<file path="src/design/gf2rb_pkg.sv">
// gf2rb_pkg: shared types and constants for the GF(2) rank block.
// No dependencies; used by the controller, datapath and top level.
package gf2rb_pkg;

    localparam int RANK_W = 6;
    localparam int IN_W   = 32;

    typedef enum logic [2:0] {
        ST_IDLE = 3'b001,
        ST_SCAN = 3'b010,
        ST_EMIT = 3'b100
    } state_t;

    // controller -> datapath
    typedef struct packed {
        logic load;     // latch new word, start row prefetch
        logic step;     // reduce against current row, move down one bit
        logic insert;   // store remainder under current bit
        logic emit;     // publish rank, clear basis
    } dp_cmd_t;

    // datapath -> controller
    typedef struct packed {
        logic bit_set;  // working vector has current bit set
        logic row_ok;   // a basis row exists for current bit
        logic idx_zero; // current bit is bit 0
        logic out_busy; // result register full and stalled
    } dp_stat_t;

endpackage

</file>
<file path="src/design/gf2_rank_xor_basis.sv">
// gf2_rank_xor_basis: top level of the GF(2) rank block.
// Depends on gf2rb_pkg, gf2rb_ctrl and gf2rb_dp.
//
// Usage
//   Input channel (item_valid / item_stall, payload word, last): one binary
//   word per transaction. Bits at or above WORD_WIDTH are ignored. A set of
//   words ends with the transaction that has last = 1.
//   Output channel (rank_valid / rank_stall, payload rank_count): one
//   transaction per set, carrying the GF(2) rank of the set (modulo 64).
//   Each word is reduced against an incremental XOR basis, one basis row per
//   cycle from the top bit down; a nonzero remainder is stored under its
//   leading bit and bumps the rank.
// Timing
//   A word occupies the block for its accept in ST_IDLE, then a scan in
//   ST_SCAN that ends at an insert or at bit 0. The scan walks the basis
//   memory through its single registered read port, one row per cycle.
//   After the last word of a set the block enters ST_EMIT to publish the
//   rank, and waits there while the result slot is full and stalled.
//   item_stall is low only while the block is idle.
// Reset and backpressure
//   Reset empties the basis, zeroes the rank counter and drops rank_valid.
//   The result register holds while rank_stall is high; the next set's
//   words keep flowing, and only its own final rank waits for the slot.
module gf2_rank_xor_basis
#(
    parameter int WORD_WIDTH = 32
)
(
    input  logic                         clk,
    input  logic                         rst_n,
    input  logic                         item_valid,
    output logic                         item_stall,
    input  logic [gf2rb_pkg::IN_W-1:0]   word,
    input  logic                         last,
    output logic                         rank_valid,
    input  logic                         rank_stall,
    output logic [gf2rb_pkg::RANK_W-1:0] rank_count
);

    gf2rb_pkg::dp_cmd_t  cmd;
    gf2rb_pkg::dp_stat_t stat;

    gf2rb_ctrl u_ctrl
    (
        .clk        (clk),
        .rst_n      (rst_n),
        .item_valid (item_valid),
        .last       (last),
        .item_stall (item_stall),
        .stat       (stat),
        .cmd        (cmd)
    );

    gf2rb_dp
    #(
        .WORD_WIDTH (WORD_WIDTH)
    )
    u_dp
    (
        .clk        (clk),
        .rst_n      (rst_n),
        .word       (word),
        .cmd        (cmd),
        .stat       (stat),
        .rank_valid (rank_valid),
        .rank_stall (rank_stall),
        .rank_count (rank_count)
    );

endmodule

</file>
<file path="src/design/gf2rb_ctrl.sv">
// gf2rb_ctrl: sequencing state machine for the GF(2) rank block.
// Depends on gf2rb_pkg (state_t, dp_cmd_t, dp_stat_t).
module gf2rb_ctrl
(
    input  logic                clk,
    input  logic                rst_n,
    input  logic                item_valid,
    input  logic                last,
    output logic                item_stall,
    input  gf2rb_pkg::dp_stat_t stat,
    output gf2rb_pkg::dp_cmd_t  cmd
);

    gf2rb_pkg::state_t state_reg, state_next;
    logic              last_reg, last_next;

    always_comb
    begin
        state_next = state_reg;
        last_next  = last_reg;
        cmd        = '0;
        case (state_reg)
            gf2rb_pkg::ST_IDLE:
            begin
                if (item_valid)
                begin
                    cmd.load   = 1'b1;
                    last_next  = last;
                    state_next = gf2rb_pkg::ST_SCAN;
                end
            end
            gf2rb_pkg::ST_SCAN:
            begin
                if (stat.bit_set && !stat.row_ok)
                begin
                    cmd.insert = 1'b1;
                    state_next = last_reg ? gf2rb_pkg::ST_EMIT : gf2rb_pkg::ST_IDLE;
                end
                else
                begin
                    cmd.step = 1'b1;
                    if (stat.idx_zero)
                    begin
                        state_next = last_reg ? gf2rb_pkg::ST_EMIT : gf2rb_pkg::ST_IDLE;
                    end
                end
            end
            gf2rb_pkg::ST_EMIT:
            begin
                if (!stat.out_busy)
                begin
                    cmd.emit   = 1'b1;
                    state_next = gf2rb_pkg::ST_IDLE;
                end
            end
            default:
            begin
                state_next = gf2rb_pkg::ST_IDLE;
            end
        endcase
    end

    assign item_stall = (state_reg != gf2rb_pkg::ST_IDLE);

    always_ff @(posedge clk or negedge rst_n)
    begin
        if (!rst_n)
        begin
            state_reg <= gf2rb_pkg::ST_IDLE;
            last_reg  <= 1'b0;
        end
        else
        begin
            state_reg <= state_next;
            last_reg  <= last_next;
        end
    end

endmodule

</file>
<file path="src/design/gf2rb_dp.sv">
// gf2rb_dp: basis memory, working vector, bit index, rank counter and
// result register. Depends on gf2rb_pkg (dp_cmd_t, dp_stat_t, widths).
module gf2rb_dp
#(
    parameter int WORD_WIDTH = 32
)
(
    input  logic                         clk,
    input  logic                         rst_n,
    input  logic [gf2rb_pkg::IN_W-1:0]   word,
    input  gf2rb_pkg::dp_cmd_t           cmd,
    output gf2rb_pkg::dp_stat_t          stat,
    output logic                         rank_valid,
    input  logic                         rank_stall,
    output logic [gf2rb_pkg::RANK_W-1:0] rank_count
);

    localparam int IW = (WORD_WIDTH > 1) ? $clog2(WORD_WIDTH) : 1;
    localparam logic [IW-1:0] TOP_IDX = IW'(WORD_WIDTH - 1);

    logic [WORD_WIDTH-1:0] rows_mem [WORD_WIDTH];
    logic [WORD_WIDTH-1:0] rd_reg;
    logic [WORD_WIDTH-1:0] v_reg, v_next;
    logic [IW-1:0]         idx_reg, idx_next;
    logic [IW-1:0]         rd_addr;
    logic [WORD_WIDTH-1:0] row_valid_reg;
    logic [gf2rb_pkg::RANK_W-1:0] rank_reg;
    logic [gf2rb_pkg::RANK_W-1:0] rank_out_reg;
    logic                  rank_valid_reg;
    logic [WORD_WIDTH+gf2rb_pkg::IN_W-1:0] word_ext;

    // zero-extend, then keep the low WORD_WIDTH bits
    assign word_ext = {{WORD_WIDTH{1'b0}}, word};

    assign stat.bit_set  = v_reg[idx_reg];
    assign stat.row_ok   = row_valid_reg[idx_reg];
    assign stat.idx_zero = (idx_reg == '0);
    assign stat.out_busy = rank_valid_reg && rank_stall;

    // prefetch the row one bit below the one under test, or the top row on load or at bit 0
    always_comb
    begin
        if (cmd.load || stat.idx_zero)
            rd_addr = TOP_IDX;
        else
            rd_addr = idx_reg - 1'b1;
    end

    always_comb
    begin
        v_next   = v_reg;
        idx_next = idx_reg;
        if (cmd.load)
        begin
            v_next   = word_ext[WORD_WIDTH-1:0];
            idx_next = TOP_IDX;
        end
        else if (cmd.step)
        begin
            if (stat.bit_set && stat.row_ok)
                v_next = v_reg ^ rd_reg;
            idx_next = idx_reg - 1'b1;
        end
    end

    always_ff @(posedge clk)
    begin
        if (cmd.insert)
            rows_mem[idx_reg] <= v_reg;
        rd_reg <= rows_mem[rd_addr];
    end

    always_ff @(posedge clk)
    begin
        v_reg        <= v_next;
        idx_reg      <= idx_next;
        if (cmd.emit)
            rank_out_reg <= rank_reg;
    end

    always_ff @(posedge clk or negedge rst_n)
    begin
        if (!rst_n)
        begin
            row_valid_reg  <= '0;
            rank_reg       <= '0;
            rank_valid_reg <= 1'b0;
        end
        else
        begin
            if (cmd.emit)
            begin
                row_valid_reg <= '0;
                rank_reg      <= '0;
            end
            else if (cmd.insert)
            begin
                row_valid_reg[idx_reg] <= 1'b1;
                rank_reg               <= rank_reg + 1'b1;
            end
            if (cmd.emit)
                rank_valid_reg <= 1'b1;
            else if (!rank_stall)
                rank_valid_reg <= 1'b0;
        end
    end

    assign rank_valid = rank_valid_reg;
    assign rank_count = rank_out_reg;

endmodule

</file>
<file path="config.mk">
export PLATFORM = sky130hd
export DESIGN_NAME = gf2_rank_xor_basis
export DESIGN_NICKNAME = d
export VERILOG_FILES = /design/src/design/gf2rb_pkg.sv /design/src/design/gf2_rank_xor_basis.sv /design/src/design/gf2rb_ctrl.sv /design/src/design/gf2rb_dp.sv
export SDC_FILE = /design/constraint.sdc
export NUM_CORES = 1
export LEC_CHECK = 0
export BUFFER_PORTS_ARGS = -buffer_cell sky130_fd_sc_hd__buf_2
export CORE_MARGIN = 5
export CORE_UTILIZATION = 55
export CTS_CLUSTER_SIZE = 28
export DETAILED_ROUTE_END_ITERATION = 8
export HOLD_SLACK_MARGIN = 0.02
export PLACE_DENSITY = 0.74
export SKIP_LAST_GASP = 1
export SLEW_MARGIN = 20
export SYNTH_ARGS = -nofsm -noshare
export SYNTH_HDL_FRONTEND = slang
export SYNTH_HIERARCHICAL = 1
export SYNTH_SLANG_ARGS = --single-unit
</file>
<file path="constraint.sdc">
create_clock -name clk -period 11 [get_ports clk]
set_clock_uncertainty 0.05 [all_clocks]
set_input_delay 2.75 -clock clk [delete_from_list [all_inputs] [get_ports clk]]
set_output_delay 2.75 -clock clk [all_outputs]
set_load 0.01 [all_outputs]
</file>
==> metrics.cfg <==
[setup_path]
path_depth=12
critPathCapture=u_dp/rd_reg[27]
critPathSlowestCell=nand2_1
worstPathCellList=buf_2 > nand2_1 > inv_2 > buf_4 > nand2b_1 > nand2b_2 > buf_4 > nand2_1 > buf_4 > o22ai_1 > a221oi_1 > or4_1
crit_fanout=60
critPathMaxStageDelay_ns=0.71
path_common_cell=buf_4
rr_worst_depth=11
arrival_ns=7.04
crit_type=in -> reg
critPathTopFamily=buffers and inverters
path_buf_inv=5
cp-startpoint=item_valid
r2r_start=u_dp/idx_reg[1]
required_ns=11.47
regToRegSetupSlack_ns=5.60
end_kind=register
r2r_end=u_dp/rows_mem[10][0]
cp-start-kind=input pin

[logic_synthesis]
synth_area_um2=44600
synth_cells=2801
synth-seq-area-share=0.755
avgSynthCellArea_um2=15.9
ys.flop_type=edfxtp_1
synth_nets=2844
synth_edf_count=1062
ys_ff_latch=1142
synth.distinct_cells=61
async_flop_share=0.0377
ys.warnings.count=6

[pwr]
p_sw_uw=4160
seq_power_share=0.450
cellPowerDensity_nw_per_um2=261
p_int_uw=8900
power_frac_comb=0.261
switching_share=0.319
clock_power_share=0.289
leakage_uw=0.0180
peakVddDrop_mv=0.315

[finish]
fin_cells=4002
antenna_cells=0
layout_commonest_cell=edfxtp_1
syn_to_final_growth_pct=12.0
nNetsFinal=2895
drive_above_1_share=0.123
top_register=u_dp/rows_mem
final_cell_mix=edfxtp_1 (1062), mux2i_1 (312), nand2_1 (275)
largest_register_ffs=1024

[drt]
routed_wl_mm=118
ant_nets=0
vias_per_cell=6.65
drc=0
drtIter0Drc=3912
drt-pass1-iter-count=6
num_vias=26600
post_drt_wl_per_cell_um=29.5

[sta]
tightest_slew_ns=1.31
finalHoldViolations=0
period_share=0.597
finalCriticalPeriod_ns=6.56
rsz0062_at_grt=false
clock.fmax_mhz=152
setup_viol=0
setup_slack_ns=4.44
slew_violations=0
setup_tns_ns=0
slew-limit-headroom=0.127

[floorplan]
start_util=0.554
fp.dieH_um=295
die_area_um2=87000
fp-row-count=104
pin_count=45
core_area_um2=80500
die_w_um=295

[placement]
dp_slack_ns=3.87
place_inst=3799
dpl.hpwl_mm=61.1
place_congestion=0.908
numPortBuffers=44

[global_routing]
antenna_found_initial=1
grt_use_total=0.264
overflow=0
grt_max_degree=219
grt_pass1_vias=26100
grt_pass1_wl_mm=170

[clocking]
cts_tree=done
postCtsHoldBufs=0
htreeDepth=3
clkTransAtPathRegs_ns=0.06
clkLatencyLatePin_ns=0.67
root_buffer=clkbuf_16
postCtsSetupRepairBufs=0
cts_sinks=1142
cts_resized=0
cts_buffer_depth=3
numCtsBuffers=109

[flow_run]
cap_violations=0

[hold_path]
hp-class=reg -> reg

[run_status]
outcome=finished, final reports clean

-- per-stage QoR --
stage	hold WS [ns]	instance area, um^2	utilization	power [uW]
2_1_floorplan	0.384	44600	-	8180
3_3_place_gp	0.398	46300	0.575	9120
3_5_place_dp	0.411	46300	0.575	9260
4_1_cts	0.428	49900	0.620	13000
5_1_grt	0.443	50000	0.621	13500
6_report	0.441	50000	0.621	13100
-- power groups by stage --
stage               sequential, uW  clock (uW)  combinational [uW]
floorplan                     5980           0                2200
global placement              5950           0                3160
detailed placement            5980           0                3280
CTS                           5890        3810                3310
global route                  5910        4000                3610
finish                        5880        3780                3400
-- cell usage after synthesis (9+ instances only) --
| library cell | number | area share |
|---|---|---|
| a21oi_1 | 202 | 0.023 |
| a221o_1 | 124 | 0.028 |
| a221oi_1 | 31 | 0.0061 |
| a22o_1 | 94 | 0.018 |
| buf_1 | 25 | 0.0021 |
| buf_2 | 48 | 0.0054 |
| clkbuf_1 | 106 | 0.0089 |
| dfrtp_1 | 42 | 0.024 |
| dfxtp_1 | 37 | 0.017 |
| edfxtp_1 | 1062 | 0.71 |
| mux2i_1 | 312 | 0.070 |
| nand2_1 | 276 | 0.023 |
| nand2b_1 | 9 | 0.0013 |
| nand3_1 | 10 | 0.0011 |
| nor2_1 | 106 | 0.0089 |
| nor3_1 | 15 | 0.0017 |
| o21ai_0 | 71 | 0.0080 |
| o22ai_1 | 69 | 0.0097 |
| or4_1 | 32 | 0.0054 |
| xnor2_1 | 34 | 0.0067 |
-- kinds of logic (layout without fill, tap and decap cells) --
| kind of cell | count (synthesis) | count (layout) | synth area share |
|---|---|---|---|
| DFF | 1142 | 1142 | 0.755 |
| buffers and inverters | 194 | 335 | 0.0187 |
| muxes | 319 | 319 | 0.0722 |
| and+or+nand+nor | 491 | 491 | 0.0485 |
| AOI/OAI and AO/OA | 610 | 610 | 0.0962 |
| adders and majority gates | 6 | 6 | 0.00168 |
| xor gates and xnor gates | 39 | 39 | 0.00765 |
-- layer usage --
| metal | vias up | part of all wire | global-route usage |
|---|---|---|---|
| met5 | - | 0 | 0 |
| met4 | 0 | 0.045 | 0.105 |
| met3 | 318 | 0.11 | 0.0540 |
| met2 | 1770 | 0.46 | 0.406 |
| met1 | 13400 | 0.38 | 0.378 |
| li1 | 11100 | - | - |
-- how the worst min path moves through the flow --
stage                     startpoint                  to  slack [ns]  cells past startpoint
floorplan           u_dp/rank_reg[5]  u_dp/rank_count[5]        0.38                      0
global placement    u_dp/rank_reg[5]  u_dp/rank_count[5]        0.40                      0
detailed placement  u_dp/rank_reg[5]  u_dp/rank_count[5]        0.41                      0
CTS                 u_dp/rank_reg[5]  u_dp/rank_count[5]        0.43                      0
global route        u_dp/rank_reg[5]  u_dp/rank_count[5]        0.44                      0
finish              u_dp/rank_reg[5]  u_dp/rank_count[5]        0.44                      0
-- final cells by class --
class / count / area, um^2
Inverter: 8 / 35.0
Tap cell: 1060 / 1330
Timing Repair Buffer: 126 / 911
Clock buffer: 146 / 3020
Fill cell: 5561 / 30500
Sequential cell: 1142 / 33700
Clock inverter: 55 / 604
Multi-Input combinational cell: 1465 / 10400
No activity file was read; power rests on OpenSTA's default activity.
